`src/ws_ring_pkg.sv`:
```
// Shared types, command codes and helpers for the LED ring frame driver.
package ws_ring_pkg;

	localparam int BPP   = 24;
	localparam int BIT_W = 5;

	localparam logic [2:0] CMD_SET     = 3'd0;
	localparam logic [2:0] CMD_RING    = 3'd1;
	localparam logic [2:0] CMD_WHEEL   = 3'd2;
	localparam logic [2:0] CMD_CLEAR   = 3'd3;
	localparam logic [2:0] CMD_BREATHE = 3'd4;
	localparam logic [2:0] CMD_TICK    = 3'd5;

	localparam logic REG_HIGH_DUTY = 1'b0;
	localparam logic REG_LOW_DUTY  = 1'b1;

	localparam logic [1:0] CH_GREEN = 2'd2;
	localparam logic [1:0] CH_BLUE  = 2'd3;

	localparam logic [7:0] RAMP_LO  = 8'd85;
	localparam logic [7:0] RAMP_HI  = 8'd170;
	localparam logic [7:0] RAMP_MAX = 8'd255;

	typedef struct packed {
		logic [2:0]  cmd;
		logic [7:0]  pixel_index;
		logic [23:0] color;
		logic [7:0]  level;
		logic [1:0]  channel;
	} in_t;

	typedef struct packed {
		logic [15:0] duty;
		logic        frame_last;
	} out_t;

	typedef enum logic [2:0] {
		ST_IDLE,
		ST_SWEEP,
		ST_READ,
		ST_SHIFT,
		ST_EMIT
	} st_t;

	typedef struct packed {
		logic            load;
		logic [23:0]     word;
		logic [BIT_W-1:0] count;
	} bs_req_t;

	typedef struct packed {
		logic done;
		logic bit_val;
	} bs_rsp_t;

	// Three-phase breathing ramp placed on the chosen channel.
	function automatic logic [23:0] ramp_color(input logic [7:0] level,
		input logic [1:0] channel);
		logic [7:0] t;
		logic [9:0] prod;
		logic [7:0] v;
		t = RAMP_MAX - level;
		if (t < RAMP_LO) begin
			prod = 10'(t) * 10'd3;
			v = prod[7:0];
		end else if (t < RAMP_HI) begin
			v = RAMP_MAX;
		end else begin
			prod = 10'(RAMP_MAX) - 10'(t - RAMP_HI) * 10'd3;
			v = prod[7:0];
		end
		unique case (channel)
			CH_GREEN: ramp_color = {v, 16'd0};
			CH_BLUE:  ramp_color = {16'd0, v};
			default:  ramp_color = {8'd0, v, 8'd0};
		endcase
	endfunction

endpackage

```
`src/ws2812_ring_frame_driver_core.sv`:
```
// Top level of the LED ring frame driver: command decode, frame store sweeps and slot output.
//
//  channel | direction | handshake           | payload
//  in      | input     | in_valid / in_stall  | ws_ring_pkg::in_t
//  out     | output    | out_valid / out_stall| ws_ring_pkg::out_t
//  cfg     | input     | cfg_we               | cfg_index, cfg_data
//
// Set pixel and ignored commands are handled in the idle state; ring, wheel, clear and breathe
// sweep the frame store one entry per cycle. A tick in a data slot passes through read, shift
// and emit, the shift lasting until the serial bit picker reaches bit position b within the
// pixel (0..23); a tick in a reset slot goes straight to emit. Reset clears per-entry valid bits
// at once, so no clearing pass is needed. A stalled result holds in the output register; only a following tick waits.
module ws2812_ring_frame_driver_core #(
	parameter int PIXELS       = 16,
	parameter int RESET_PIXELS = 2
) (
	input  logic               clk,
	input  logic               arst_n,
	input  logic               in_valid,
	output logic               in_stall,
	input  ws_ring_pkg::in_t   in_data,
	output logic               out_valid,
	input  logic               out_stall,
	output ws_ring_pkg::out_t  out_data,
	input  logic               cfg_we,
	input  logic               cfg_index,
	input  logic [15:0]        cfg_data
);

	localparam int IDX_W = $clog2(PIXELS);
	localparam int PW    = $clog2(PIXELS + RESET_PIXELS);

	typedef enum logic [1:0] {
		SW_FILL,
		SW_RING,
		SW_WHEEL
	} sw_t;

	ws_ring_pkg::st_t st_q, st_d;

	logic [15:0] high_duty_q, low_duty_q;

	sw_t         sw_kind_q;
	logic [7:0]  n_q, opp_q;
	logic [23:0] color_q;
	logic [IDX_W-1:0] k_q;

	logic [PW-1:0]                 pix_q;
	logic [ws_ring_pkg::BIT_W-1:0] bit_q;
	logic [ws_ring_pkg::BIT_W-1:0] shamt_q;
	logic                          data_slot_q, last_q, hit_q;

	logic [PIXELS-1:0] vld_q;
	logic              rd_vld_q;

	logic        out_valid_q;
	ws_ring_pkg::out_t out_q;

	logic             accept;
	logic             ram_we;
	logic [IDX_W-1:0] ram_waddr;
	logic [23:0]      ram_wdata, ram_rdata, sweep_data;
	logic             out_load;
	logic             k_last, slot_last, cur_data_slot;
	logic             set_ok, ring_ok, wheel_ok;
	logic [8:0]       ring_sum;

	ws_ring_pkg::bs_req_t bs_req;
	ws_ring_pkg::bs_rsp_t bs_rsp;

	ws_ring_ram #(.WIDTH(24), .DEPTH(PIXELS)) u_store (
		.clk   (clk),
		.we    (ram_we),
		.waddr (ram_waddr),
		.wdata (ram_wdata),
		.raddr (pix_q[IDX_W-1:0]),
		.rdata (ram_rdata)
	);

	ws_ring_bitser u_bitser (
		.clk    (clk),
		.arst_n (arst_n),
		.req    (bs_req),
		.rsp    (bs_rsp)
	);

	assign accept    = in_valid && !in_stall;
	assign set_ok    = {1'b0, in_data.pixel_index} < 9'(PIXELS);
	assign wheel_ok  = set_ok;
	assign ring_ok   = in_data.pixel_index <= 8'(PIXELS / 2);
	assign k_last    = k_q == IDX_W'(PIXELS - 1);
	assign slot_last = pix_q == PW'(PIXELS + RESET_PIXELS - 1)
		&& bit_q == ws_ring_pkg::BIT_W'(ws_ring_pkg::BPP - 1);
	assign cur_data_slot = {1'b0, pix_q} < (PW + 1)'(PIXELS);
	assign ring_sum  = 9'(k_q) + {1'b0, n_q};

	always_comb begin
		unique case (sw_kind_q)
			SW_RING: sweep_data = (8'(k_q) < n_q || ring_sum >= 9'(PIXELS)) ? color_q : '0;
			SW_WHEEL: sweep_data = (8'(k_q) == n_q || 8'(k_q) == opp_q) ? color_q : '0;
			default: sweep_data = color_q;
		endcase
	end

	// Next state.
	always_comb begin
		st_d = st_q;
		unique case (st_q)
			ws_ring_pkg::ST_IDLE: begin
				if (accept) begin
					unique case (in_data.cmd)
						ws_ring_pkg::CMD_RING:    if (ring_ok) st_d = ws_ring_pkg::ST_SWEEP;
						ws_ring_pkg::CMD_WHEEL:   if (wheel_ok) st_d = ws_ring_pkg::ST_SWEEP;
						ws_ring_pkg::CMD_CLEAR,
						ws_ring_pkg::CMD_BREATHE: st_d = ws_ring_pkg::ST_SWEEP;
						ws_ring_pkg::CMD_TICK: begin
							st_d = cur_data_slot ? ws_ring_pkg::ST_READ : ws_ring_pkg::ST_EMIT;
						end
						default: st_d = ws_ring_pkg::ST_IDLE;
					endcase
				end
			end
			ws_ring_pkg::ST_SWEEP: if (k_last) st_d = ws_ring_pkg::ST_IDLE;
			ws_ring_pkg::ST_READ:  st_d = ws_ring_pkg::ST_SHIFT;
			ws_ring_pkg::ST_SHIFT: if (bs_rsp.done) st_d = ws_ring_pkg::ST_EMIT;
			ws_ring_pkg::ST_EMIT:  if (out_load) st_d = ws_ring_pkg::ST_IDLE;
			default: st_d = ws_ring_pkg::ST_IDLE;
		endcase
	end

	// Outputs of the state machine.
	always_comb begin
		in_stall     = 1'b1;
		ram_we       = 1'b0;
		ram_waddr    = k_q;
		ram_wdata    = sweep_data;
		bs_req.load  = 1'b0;
		bs_req.word  = rd_vld_q ? ram_rdata : '0;
		bs_req.count = shamt_q;
		out_load     = 1'b0;
		unique case (st_q)
			ws_ring_pkg::ST_IDLE: begin
				in_stall = 1'b0;
				if (in_valid && in_data.cmd == ws_ring_pkg::CMD_SET && set_ok) begin
					ram_we    = 1'b1;
					ram_waddr = in_data.pixel_index[IDX_W-1:0];
					ram_wdata = in_data.color;
				end
			end
			ws_ring_pkg::ST_SWEEP: ram_we = 1'b1;
			ws_ring_pkg::ST_READ:  bs_req.load = 1'b1;
			ws_ring_pkg::ST_SHIFT: ;
			ws_ring_pkg::ST_EMIT:  out_load = !out_valid_q || !out_stall;
			default: ;
		endcase
	end

	always_ff @(posedge clk or negedge arst_n) begin
		if (!arst_n) begin
			st_q        <= ws_ring_pkg::ST_IDLE;
			high_duty_q <= 16'd60;
			low_duty_q  <= 16'd30;
			k_q         <= '0;
			pix_q       <= '0;
			bit_q       <= '0;
			vld_q       <= '0;
			out_valid_q <= 1'b0;
		end else begin
			st_q <= st_d;
			if (cfg_we) begin
				unique case (cfg_index)
					ws_ring_pkg::REG_HIGH_DUTY: high_duty_q <= cfg_data;
					ws_ring_pkg::REG_LOW_DUTY:  low_duty_q  <= cfg_data;
					default: ;
				endcase
			end
			if (ram_we) begin
				vld_q[ram_waddr] <= 1'b1;
			end
			if (st_q == ws_ring_pkg::ST_SWEEP) begin
				k_q <= k_last ? '0 : k_q + 1'b1;
			end
			if (accept && in_data.cmd == ws_ring_pkg::CMD_TICK) begin
				if (slot_last) begin
					pix_q <= '0;
					bit_q <= '0;
				end else if (bit_q == ws_ring_pkg::BIT_W'(ws_ring_pkg::BPP - 1)) begin
					pix_q <= pix_q + 1'b1;
					bit_q <= '0;
				end else begin
					bit_q <= bit_q + 1'b1;
				end
			end
			if (out_load) begin
				out_valid_q <= 1'b1;
			end else if (!out_stall) begin
				out_valid_q <= 1'b0;
			end
		end
	end

	always_ff @(posedge clk) begin
		rd_vld_q <= vld_q[pix_q[IDX_W-1:0]];
		if (accept) begin
			n_q   <= in_data.pixel_index;
			opp_q <= (in_data.pixel_index < 8'(PIXELS / 2))
				? in_data.pixel_index + 8'(PIXELS / 2)
				: in_data.pixel_index - 8'(PIXELS / 2);
			priority case (in_data.cmd)
				ws_ring_pkg::CMD_RING: begin
					sw_kind_q <= SW_RING;
					color_q   <= in_data.color;
				end
				ws_ring_pkg::CMD_WHEEL: begin
					sw_kind_q <= SW_WHEEL;
					color_q   <= in_data.color;
				end
				ws_ring_pkg::CMD_BREATHE: begin
					sw_kind_q <= SW_FILL;
					color_q   <= ws_ring_pkg::ramp_color(in_data.level, in_data.channel);
				end
				default: begin
					sw_kind_q <= SW_FILL;
					color_q   <= '0;
				end
			endcase
			shamt_q     <= bit_q;
			data_slot_q <= cur_data_slot;
			last_q      <= slot_last;
		end
		if (bs_rsp.done) begin
			hit_q <= bs_rsp.bit_val;
		end
		if (out_load) begin
			out_q.duty       <= !data_slot_q ? 16'd0 : (hit_q ? high_duty_q : low_duty_q);
			out_q.frame_last <= last_q;
		end
	end

	assign out_valid = out_valid_q;
	assign out_data  = out_q;

`ifndef SYNTHESIS
	// A new result only appears out of the emit state.
	a_emit_src: assert property (@(posedge clk) disable iff (!arst_n)
		out_load |-> st_q == ws_ring_pkg::ST_EMIT)
		else $error("result loaded outside emit state");

	// The final slot of a frame is always a reset slot.
	a_last_zero: assert property (@(posedge clk) disable iff (!arst_n)
		out_valid && out_data.frame_last |-> out_data.duty == 16'd0)
		else $error("frame_last on a slot with nonzero duty");

	// The read state is always followed by the shift state in the next cycle.
	a_read_shift: assert property (@(posedge clk) disable iff (!arst_n)
		st_q == ws_ring_pkg::ST_READ |=> st_q == ws_ring_pkg::ST_SHIFT)
		else $error("read state not followed by shift state");

	// Sweep counter stays inside the frame store.
	a_sweep_range: assert property (@(posedge clk) disable iff (!arst_n)
		st_q == ws_ring_pkg::ST_SWEEP |-> {1'b0, k_q} < (IDX_W + 1)'(PIXELS))
		else $error("sweep index out of range");
`endif

endmodule

```
`src/ws_ring_ram.sv`:
```
// Generic single-write, single-read RAM with registered read data.
module ws_ring_ram #(
	parameter int WIDTH = 24,
	parameter int DEPTH = 16
) (
	input  logic                     clk,
	input  logic                     we,
	input  logic [$clog2(DEPTH)-1:0] waddr,
	input  logic [WIDTH-1:0]         wdata,
	input  logic [$clog2(DEPTH)-1:0] raddr,
	output logic [WIDTH-1:0]         rdata
);

	logic [WIDTH-1:0] mem [DEPTH];
	logic [WIDTH-1:0] rdata_q;

	always_ff @(posedge clk) begin
		if (we) begin
			mem[waddr] <= wdata;
		end
		rdata_q <= mem[raddr];
	end

	assign rdata = rdata_q;

endmodule

```
`src/ws_ring_bitser.sv`:
```
// Serial bit picker: shifts a pixel word left one bit per cycle until the wanted bit is on top.
module ws_ring_bitser (
	input  logic                  clk,
	input  logic                  arst_n,
	input  ws_ring_pkg::bs_req_t  req,
	output ws_ring_pkg::bs_rsp_t  rsp
);

	logic [ws_ring_pkg::BPP-1:0]   sh_q;
	logic [ws_ring_pkg::BIT_W-1:0] cnt_q;
	logic                          busy_q;

	always_ff @(posedge clk or negedge arst_n) begin
		if (!arst_n) begin
			busy_q <= 1'b0;
		end else if (req.load) begin
			busy_q <= 1'b1;
		end else if (busy_q && cnt_q == '0) begin
			busy_q <= 1'b0;
		end
	end

	always_ff @(posedge clk) begin
		if (req.load) begin
			sh_q  <= req.word;
			cnt_q <= req.count;
		end else if (busy_q && cnt_q != '0) begin
			sh_q  <= {sh_q[ws_ring_pkg::BPP-2:0], 1'b0};
			cnt_q <= cnt_q - 1'b1;
		end
	end

	assign rsp.done    = busy_q && cnt_q == '0;
	assign rsp.bit_val = sh_q[ws_ring_pkg::BPP-1];

endmodule

```
`config.mk`:
```
export PLATFORM = sky130hd
export DESIGN_NAME = ws2812_ring_frame_driver_core
export DESIGN_NICKNAME = d
export VERILOG_FILES = /design/src/ws_ring_pkg.sv /design/src/ws2812_ring_frame_driver_core.sv /design/src/ws_ring_ram.sv /design/src/ws_ring_bitser.sv
export SDC_FILE = /design/constraint.sdc
export NUM_CORES = 1
export LEC_CHECK = 0
export BUFFER_PORTS_ARGS = -buffer_cell sky130_fd_sc_hd__buf_4
export CAP_MARGIN = 10
export CORE_ASPECT_RATIO = 1.4
export CORE_MARGIN = 3
export CORE_UTILIZATION = 54
export CTS_CLUSTER_DIAMETER = 40
export DETAILED_ROUTE_END_ITERATION = 16
export PLACE_DENSITY = 0.71
export SYNTH_ARGS = -nofsm -noshare
export SYNTH_HDL_FRONTEND = slang
export SYNTH_SLANG_ARGS = --single-unit
```
`constraint.sdc`:
```
create_clock -name clk -period 10.2 [get_ports clk]
set_clock_uncertainty 0.05 [all_clocks]
set_input_delay 2.04 -clock clk [delete_from_list [all_inputs] [get_ports clk]]
set_output_delay 2.04 -clock clk [all_outputs]
set_load 0.01 [all_outputs]
```
### Word-level counts from Yosys, hierarchy flattened

Memories as Yosys holds them, arrays and structs flattened. A register that Yosys moved wholly into a read port is not among the register bits.
Index checks and enable logic that the tools add are counted.

* memories kept: 1
* input port bits: 67
* memory bits (writable): 384
* bits in registers: 164
* output and inout port bits: 19
* word-level logic and storage cells: 147

* $add $sub $neg: 10
* reductions and logical operators: 26
* bitwise logic cells: 2
* eq/ne operators: 25
* multiplexer cells: 48
* order comparisons: 11
* $mul: 2

Memories
* u_store.mem: words 16, bits a word 24, rd ports 1, clocked after Yosys merged registers in 1, wr ports 1, line ws_ring_ram.sv:14 `logic [WIDTH-1:0] mem [DEPTH];`

Operators by type and width (number)
* 24-bit 2-to-1 mux: 7
* 24-bit one-hot mux with 2 select lines: 3
* 5-bit 2-to-1 mux: 6
* 8-bit 2-to-1 mux: 3
* 3-bit 2-to-1 mux: 7
* 4-bit by 8-bit equality test with 1-bit output: 2
* 16-bit 2-to-1 mux: 1
* 16-bit OR: 1
* 8-bit subtractor, first input constant: 2
* 3-bit one-hot mux with 5 select lines: 1
* 3-bit by 2-bit equality test with 1-bit output, second input constant: 4
* 1-bit 2-to-1 mux: 12
* 4-bit 2-to-1 mux: 3
* 3-bit one-hot mux with 4 select lines: 1
* 5-bit by 1-bit adder with 5-bit output, second input constant: 2
* 5-bit equality test, second input constant: 2
* 4-bit by 5-bit < comparator with 1-bit output, second input constant: 2
* 10-bit by 2-bit multiplier with 8-bit output, second input constant: 1
* 4-bit by 8-bit adder with 9-bit output: 1
* 3-bit equality test, second input constant: 3
* 9-bit by 5-bit >= comparator with 1-bit output, second input constant: 1
* 8-bit by 8-bit subtractor with 9-bit output, second input constant: 1
* 8-bit by 4-bit adder with 8-bit output, second input constant: 1
* 8-bit by 4-bit less-or-equal comparator with 1-bit output, second input constant: 1
* other kinds (33): 56

### Depth between registers and ports, before layout

Gate-level depths: netlist of the first run.

* word-level depth: 10
* mapped depth: 12
* gate-level depth less buffers: 12

### By module

Synthesis of the first run repeated with hierarchy kept, for this count alone.

* cell total of the unflattened synthesis: 1391
* area total of the unflattened synthesis: 23757.8 µm²

By module, submodules not included
* ws_ring_ram: cells an instance 636, area an instance 14930.6 µm², seq. area each 12011.5 µm², times used 1
* ws2812_ring_frame_driver_core: cells an instance 674, area an instance 7383.3 µm², seq. area each 3603.5 µm², times used 1
* ws_ring_bitser: cells an instance 81, area an instance 1443.9 µm², seq. area each 895.9 µm², times used 1

### Worst setup path before layout of the first run

Ideal clock, no wire load.

* path type: input to register
* start: in in_valid
* end: mem u_store.mem[11][0] (enable)
* stages: 6
* arrival time: 5539 ps
* path slack: 4206 ps
* required time: 9744 ps
* cells stage by stage: nor4b_4 and4b_1 buf_2 buf_4 a31oi_2 nor2_1

* longest elaborated chain between the ends: 6
* elaborated cells between the ends (all ways): 8
* those cells by class: mux (6); reduce/logical (2)

Ends and longest elaborated chain
* start: declaration: line ws2812_ring_frame_driver_core.sv:19 `input logic in_valid,`
* 1-bit logical AND * (2 in series): line ws2812_ring_frame_driver_core.sv:144 `if (in_valid && in_data.cmd == ws_ring_pkg::CMD_SET && set_ok) begin`
* 1-bit 2-to-1 mux: line ws2812_ring_frame_driver_core.sv:144
* 1-bit one-hot mux with 2 select lines: line ws2812_ring_frame_driver_core.sv:141 `unique case (st_q)`
* 1-bit 2-to-1 mux: line ws_ring_ram.sv:18 `if (we) begin`
* 1-bit 2-to-1 mux (implied by the code): line ws_ring_ram.sv:19 `mem[waddr] <= wdata;`
* end: declaration: line ws_ring_ram.sv:14

Mark *: on every way between the ends. The rest lies on a longest branch, timed or not.

### Final worst setup path of the first run

* start: in in_valid
* end: mem u_store.mem[4][0] (enable)

Same word-level chain as after synthesis.

==> results of run 1 <==
-- per-layer routing --
layer	vias to the layer above	wire (um)
met4	2	1380
met1	6140	18970
met2	405	24250
met3	97	2432
li1	5413	-
met5	-	13
-- final cells by class --
type	count	share of cell area, %
inverter	31	0.4401
multi-input combinational	679	24.73
sequential	569	62.48
clock buffer	70	5.693
clock inverter	31	1.088
tap	546	2.584
timing repair buffer	105	2.981
-- kinds of logic after synthesis --
| group | after synthesis |
|---|---|
| AO/OA/AOI/OAI | 133 |
| flip-flops | 569 |
| buffers and inverters | 90 |
| XOR/XNOR | 24 |
| AND/OR/NAND/NOR | 303 |
| adder cells (fa/ha/maj) | 43 |
| multiplexers | 176 |
-- Yosys cell counts, types with 4 or more instances --
| cell | n |
|---|---|
| a21o_1 | 6 |
| a21oi_1 | 21 |
| a221oi_1 | 4 |
| a22o_1 | 12 |
| a22oi_1 | 4 |
| a31oi_1 | 4 |
| buf_1 | 6 |
| buf_2 | 14 |
| clkbuf_1 | 34 |
| dfrtp_1 | 59 |
| dfstp_2 | 8 |
| dfxtp_1 | 25 |
| edfxtp_1 | 477 |
| ha_1 | 41 |
| inv_1 | 31 |
| mux2_2 | 33 |
| mux2i_1 | 18 |
| mux4_2 | 125 |
| nand2_1 | 132 |
| nand2b_1 | 7 |
| nand3_1 | 36 |
| nand4_1 | 5 |
| nor2_1 | 49 |
| nor2b_1 | 25 |
| nor3_1 | 9 |
| nor3b_1 | 4 |
| o21a_1 | 4 |
| o21ai_0 | 50 |
| o21bai_1 | 4 |
| o31ai_1 | 5 |
| or2_1 | 13 |
| or2_2 | 6 |
| xnor2_1 | 19 |
| xor2_1 | 5 |
-- final timing paths --
path / from / to / cells after the start
setup / recovery: in_valid / u_store.mem[4][0] / 7
hold / removal: u_bitser.sh_q[23] / hit_q / 0
setup reg to reg: st_q[2] / u_store.mem[4][0] / 6
hold reg to reg: u_bitser.sh_q[23] / hit_q / 0
max in group asynchronous: arst_n / pix_q[1] / 1
min in group asynchronous: arst_n / vld_q[11] / 1
-- metrics by stage --
stage | power [mW] | instances
after floorplan | 3.556 | 1338
after global placement | 3.824 | 1930
after detailed placement | 3.868 | 1930
after CTS | 5.855 | 2031
after global routing | 6.033 | 2031
final | 5.802 | 2031
-- placed cells by master (no fill, tap or decap), drive strengths merged, types with 5 or more instances in the layout --
cell type and n:
dfstp 8, nor3 9, clkbuf 70, o21ai 50, nand3 36, nor2 49
nand2b 8, a31oi 7, nor2b 25, xnor2 19, dfrtp 59, or2 19
a21oi 21, o31ai 5, clkinv 22, a21o 7, mux4 125, inv 35
edfxtp 477, ha 41, nand4 5, xor2 5, nand2 132, mux2 33
buf 105, mux2i 18, a22o 12, dfxtp 25
-- registers in the layout (all words and copies together) (netlist names) --
register         count
out_data            17
pix_q                5
last_q               1
out_valid            1
low_duty_q          16
u_bitser.sh_q       24
color_q             24
opp_q                5
sw_kind_q            2
high_duty_q         16
vld_q               16
u_bitser.busy_q      1
u_store.rdata       24
shamt_q              5
bit_q                5
u_store.mem        384
data_slot_q          1
st_q                 3
rd_vld_q             1
k_q                  4
u_bitser.cnt_q       5
hit_q                1
n_q                  8
-- report_power, final --
group	internal, mW	total (mW)	switching, mW
registers	2.91	3.05	0.139
logic	0.295	0.758	0.464
clock network	1.13	1.99	0.861
total	4.34	5.80	1.46
==> flow_metrics.env, run 1 <==
export IMPL_outcome="finished clean"
export IMPL_tightest_slew_ns=1.076
export IMPL_worst_path_max_delay_cell="nor4b_4"
export IMPL_critical_path_class="in -> reg"
export IMPL_grtUsageMet1_pct=27.91
export IMPL_drive_above_1_share_pct=26.53
export IMPL_regArea_um2=16520
export IMPL_cts_max_level=2
export IMPL_synth_cell_types=63
export IMPL_power_density_nw_per_um2=219.4
export IMPL_fmax_mhz=196.3
export IMPL_antenna_cells=0
export IMPL_ios=86
export IMPL_vias_per_cell=5.936
export IMPL_syn_area_um2=23350
export IMPL_die_y_um=252.1
export IMPL_synth_nets=1448
export IMPL_syn_area_per_cell_um2=17.45
export IMPL_yosys_register_bits=569
export IMPL_synthDominantCellAreaShare_pct=61.33
export IMPL_leakagePower_nw=9.187
export IMPL_synth_top_family_by_area="multiplexers"
export IMPL_top_usage_layer="met2"
export IMPL_dp_slack_ns=4.463
export IMPL_cts_root_buf="clkbuf_16"
export IMPL_core_um2=42430
export IMPL_use_met3_pct=2.553
export IMPL_clock_latency_ns=0.58
export IMPL_synthCells=1338
export IMPL_cpLargestDelayFamily="simple AND/OR/NAND/NOR gates"
export IMPL_finalHoldViolations=0
export IMPL_synth_top_area_cell="edfxtp_1"
export IMPL_critPathCaptureType="flip-flop"
export IMPL_met2_usage_pct=35.83
export IMPL_cp_start_kind="primary input"
export IMPL_setup_tns_ns=0
export IMPL_rsz0062_at_grt="false"
export IMPL_hpwl_um=30270
export IMPL_grt_start_max_net_pins=68
export IMPL_utilization_pct=62.32
export IMPL_async_flop_share_pct=11.78
export IMPL_fillers=2932
export IMPL_clk_pin_slew_ns=0.06
export IMPL_path_cells="buf_4 > nor4b_4 > buf_4 > and4b_1 > buf_4 > a22oi_1 > nor2_4"
export IMPL_gp_congestion=0.9078
export IMPL_cts_hold_buf=0
export IMPL_synth_area_leaders="edfxtp_1, mux4_2, dfrtp_1, ha_1, dfxtp_1"
export IMPL_crit_required_ns=10.35
export IMPL_hold_path_class="reg -> reg"
export IMPL_critical_path_arrival_ns=5.24
export IMPL_cts_buffers=56
export IMPL_fin_ws_ns=5.106
export IMPL_cts_tree="built"
export IMPL_drv_cap=0
export IMPL_period_share_pct=49.94
export IMPL_maxSlewHeadroom_pct=27.99
export IMPL_synth_simple_gate_area_share_pct=6.242
export IMPL_cts_setup_buffers=0
export IMPL_clockBufferDepth=3
export IMPL_post_route_min_period_ns=5.094
export IMPL_yosysSeqAreaShare_pct=70.70
export IMPL_dieWidth_um=181.8
export IMPL_crit_fanout=32
export IMPL_drt_iter0_drc=1078
export IMPL_postPlaceCellArea_um2=24650
export IMPL_yosys_area_share_adder_pct=2.368
export IMPL_drtPass1Iterations=5
export IMPL_routed_wl_um=47050
export IMPL_setup_viol=0
export IMPL_final_antenna_net_count=0
export IMPL_vias=12060
export IMPL_muxShareOfSynthArea_pct=14.42
export IMPL_fin_nets=1552
export IMPL_ys_warn_count=0
export IMPL_routedWlPerCell_um=23.16
export IMPL_grt_pass1_wl_um=73250
export IMPL_synth_xor_area_share_pct=0.9001
export IMPL_antenna_found_initial=1
export IMPL_slew_viol_final=0
export IMPL_post_cts_resized=0
export IMPL_synthFlopType="edfxtp_1"
export IMPL_drc_errors=0
export IMPL_hold_ws_ns=0.3755
export IMPL_synth_edf_count=477
export IMPL_synth_compound_gate_area_share_pct=3.691
export IMPL_start_util_pct=55.04
export IMPL_rows=89
export IMPL_die_area_um2=45810
export IMPL_first_global_vias=12610
export IMPL_syn_to_final_growth_pct=13.21
export IMPL_path_buf_inv=3
export IMPL_multi_input_area_um2=6539
export IMPL_gr_usage_all_layers_pct=20.76
export IMPL_grt_remaining_overflow=0
export IMPL_r2r_setup_slack_ns=5.98
export IMPL_cpMostUsedCell="buf_4"
export IMPL_critical_path_max_stage_delay_ns=0.86
export IMPL_io_buffers=85
export IMPL_final_area_um2=26440
export IMPL_peakVddDrop_uv=143.2
export IMPL_clock_sinks=569
Note: power is estimated with default switching activity, not from simulation.
==> run 2, diff against run 1 <==
Settings changed: PLACE_DENSITY 0.71 to 0.74.
Clock period 10.2 ns to 4.42 ns, I/O delays scaled along.
==> run 2 against run 1 <==
Net effect:
- register-to-register slack got worse by 4.7 ns
- via count rose by 2.1%
- clock-buffer cell count fell by 3
- combinational power rose by 140%
- setup slack got worse by 3.9 ns
- critical path depth rose by 1
- sequential power rose by 130%
- design area rose by 0.64%
- first-iteration DRC count fell by 4.6%
==> flow_metrics.env, run 2 (synthesized netlist as in run 1, its figures left out) <==
export IMPL_outcome="finished clean"
export IMPL_die_y_um=252.1
export IMPL_hpwl_um=30630
export IMPL_rsz0062_at_grt="false"
export IMPL_drc_errors=0
export IMPL_fin_nets=1563
export IMPL_critical_path_arrival_ns=3.40
export IMPL_cts_tree="built"
export IMPL_clock_latency_ns=0.59
export IMPL_cts_buffers=54
export IMPL_slew_viol_final=0
export IMPL_met2_usage_pct=40.82
export IMPL_vias=12310
export IMPL_crit_required_ns=4.65
export IMPL_peakVddDrop_uv=361.3
export IMPL_post_place_cells=1943
export IMPL_cts_root_buf="clkbuf_16"
export IMPL_drt_iter0_drc=1028
export IMPL_rows=89
export IMPL_hold_ws_ns=0.3483
export IMPL_antenna_cells=0
export IMPL_finalPower_mw=13.51
export IMPL_r2r_start="k_q[0]"
export IMPL_path_buf_inv=1
export IMPL_critical_path_max_stage_delay_ns=0.67
export IMPL_gr_usage_all_layers_pct=21.94
export IMPL_grt_remaining_overflow=0
export IMPL_path_cells="ha_1 > inv_1 > fa_1 > o211ai_1 > a221o_1 > a211o_1 > nand3_1 > nand2_1"
export IMPL_r2r_cells=8
export IMPL_final_cells=2043
export IMPL_utilization_pct=62.71
export IMPL_gp_congestion=0.8220
export IMPL_first_global_vias=12970
export IMPL_crit_fanout=24
export IMPL_hold_path_class="in -> async"
export IMPL_start_util_pct=55.04
export IMPL_tightest_slew_ns=0.9367
export IMPL_drtPass1Iterations=5
export IMPL_routedWlPerCell_um=24.30
export IMPL_r2r_end="u_store.mem[5][13]"
export IMPL_cts_max_level=2
export IMPL_drv_cap=0
export IMPL_top_usage_layer="met2"
export IMPL_power_frac_clock_pct=34.1
export IMPL_final_area_um2=26610
export IMPL_r2r_setup_slack_ns=1.26
export IMPL_maxSlewHeadroom_pct=37.56
export IMPL_critical_path_class="reg -> reg"
export IMPL_io_buffers=85
export IMPL_power_density_nw_per_um2=507.6
export IMPL_critPathCaptureType="flip-flop"
export IMPL_clock_sinks=569
export IMPL_routed_wl_um=49640
export IMPL_worst_path_max_delay_cell="a211o_1"
export IMPL_grt_start_max_net_pins=68
export IMPL_cp_start_kind="flip-flop"
export IMPL_core_um2=42430
export IMPL_antenna_found_initial=0
export IMPL_syn_to_final_growth_pct=13.94
export IMPL_grtUsageMet1_pct=26.69
export IMPL_p_int_mw=10.07
export IMPL_final_antenna_net_count=0
export IMPL_p_sw_mw=3.435
export IMPL_leakagePower_nw=9.269
export IMPL_drive_above_1_share_pct=27.25
export IMPL_ios=86
export IMPL_regMostFlops="u_store.mem"
export IMPL_cts_hold_buf=0
export IMPL_grt_pass1_wl_um=76530
export IMPL_seq_power_share_pct=52.2
export IMPL_cts_setup_buffers=0
export IMPL_fmax_mhz=316.1
export IMPL_finalHoldViolations=0
export IMPL_vias_per_cell=6.023
export IMPL_switching_share_pct=25.43
export IMPL_post_route_min_period_ns=3.164
export IMPL_cpLargestDelayFamily="compound AO/OA/AOI/OAI gates"
export IMPL_clk_pin_slew_ns=0.06
export IMPL_layout_commonest_cell="edfxtp_1"
export IMPL_setup_viol=0
export IMPL_period_share_pct=71.58
export IMPL_largest_reg_flops=384
export IMPL_most_common_layout_cells="edfxtp_1, nand2_1, mux4_2"
export IMPL_clockBufferDepth=3
export IMPL_dieWidth_um=181.8
export IMPL_use_met3_pct=3.014
export IMPL_post_cts_resized=0
export IMPL_die_area_um2=45810
export IMPL_postPlaceCellArea_um2=24810
export IMPL_combPwrFrac_pct=13.7
## run 2: changes by cell type in the layout (fill, tap and decap cells not counted), moves of 2 or more
cell	delta
buf_12	+3
buf_4	+10
clkbuf_1	-4
clkbuf_8	+2
clkinv_1	+2
clkinv_2	-2
inv_6	+2
nor2_2	-5
nor2_4	+5
## run 2: metrics by stage
step / worst slack [ns] / TNS (ns)
finish: 1.256 / 0
global route: 0.9814 / 0
CTS: 1.256 / 0
detailed placement: 0.8371 / 0
global placement: 0.8858 / 0
floorplan: -0.1149 / -7.366
## run 2: worst register-to-register path, cell delays in order, from the launching register on
cell      delay [ns]
dfrtp_1         0.47
ha_1            0.19
inv_1           0.05
fa_1            0.36
o211ai_1        0.18
a221o_1         0.17
a211o_1         0.67
nand3_1         0.19
nand2_1         0.53
## run 2: worst max-delay path by stage
stage | startpoint | to | slack (ns) | cells past startpoint
4_1_cts | k_q[0] | u_store.mem[13][13] | 1.26 | 8
3_3_place_gp | in_data[3] | color_q[14] | 0.89 | 10
6_report | k_q[0] | u_store.mem[5][13] | 1.26 | 8
5_1_grt | k_q[0] | u_store.mem[12][12] | 0.98 | 8
2_1_floorplan | in_valid | u_store.mem[1][0] | -0.11 | 6
3_5_place_dp | in_data[40] | u_store.mem[15][4] | 0.84 | 6
## run 2: final cells by class
type                            instances  area, um2
Sequential cell                       569      16520
Fill cell                            2895      15820
Multi-Input combinational cell        679       6563
Clock buffer                           67       1493
Timing Repair Buffer                  118      923.4
Tap cell                              546      683.2
Clock inverter                         33      310.3
Inverter                               31      116.4
## run 2: power groups by stage
stage | combinational (mW) | clock, mW | sequential [mW]
global route | 2.03 | 4.91 | 7.11
floorplan | 1.27 | 0 | 7.00
global placement | 1.80 | 0 | 7.11
finish | 1.85 | 4.61 | 7.05
detailed placement | 1.86 | 0 | 7.15
CTS | 1.88 | 4.69 | 7.05
## run 2: routing by layer
metal | vias to the layer above | routed length [um]
met3 | 94 | 2757
met1 | 6340 | 18250
met4 | 0 | 1281
li1 | 5441 | -
met2 | 431 | 27350
met5 | - | 0
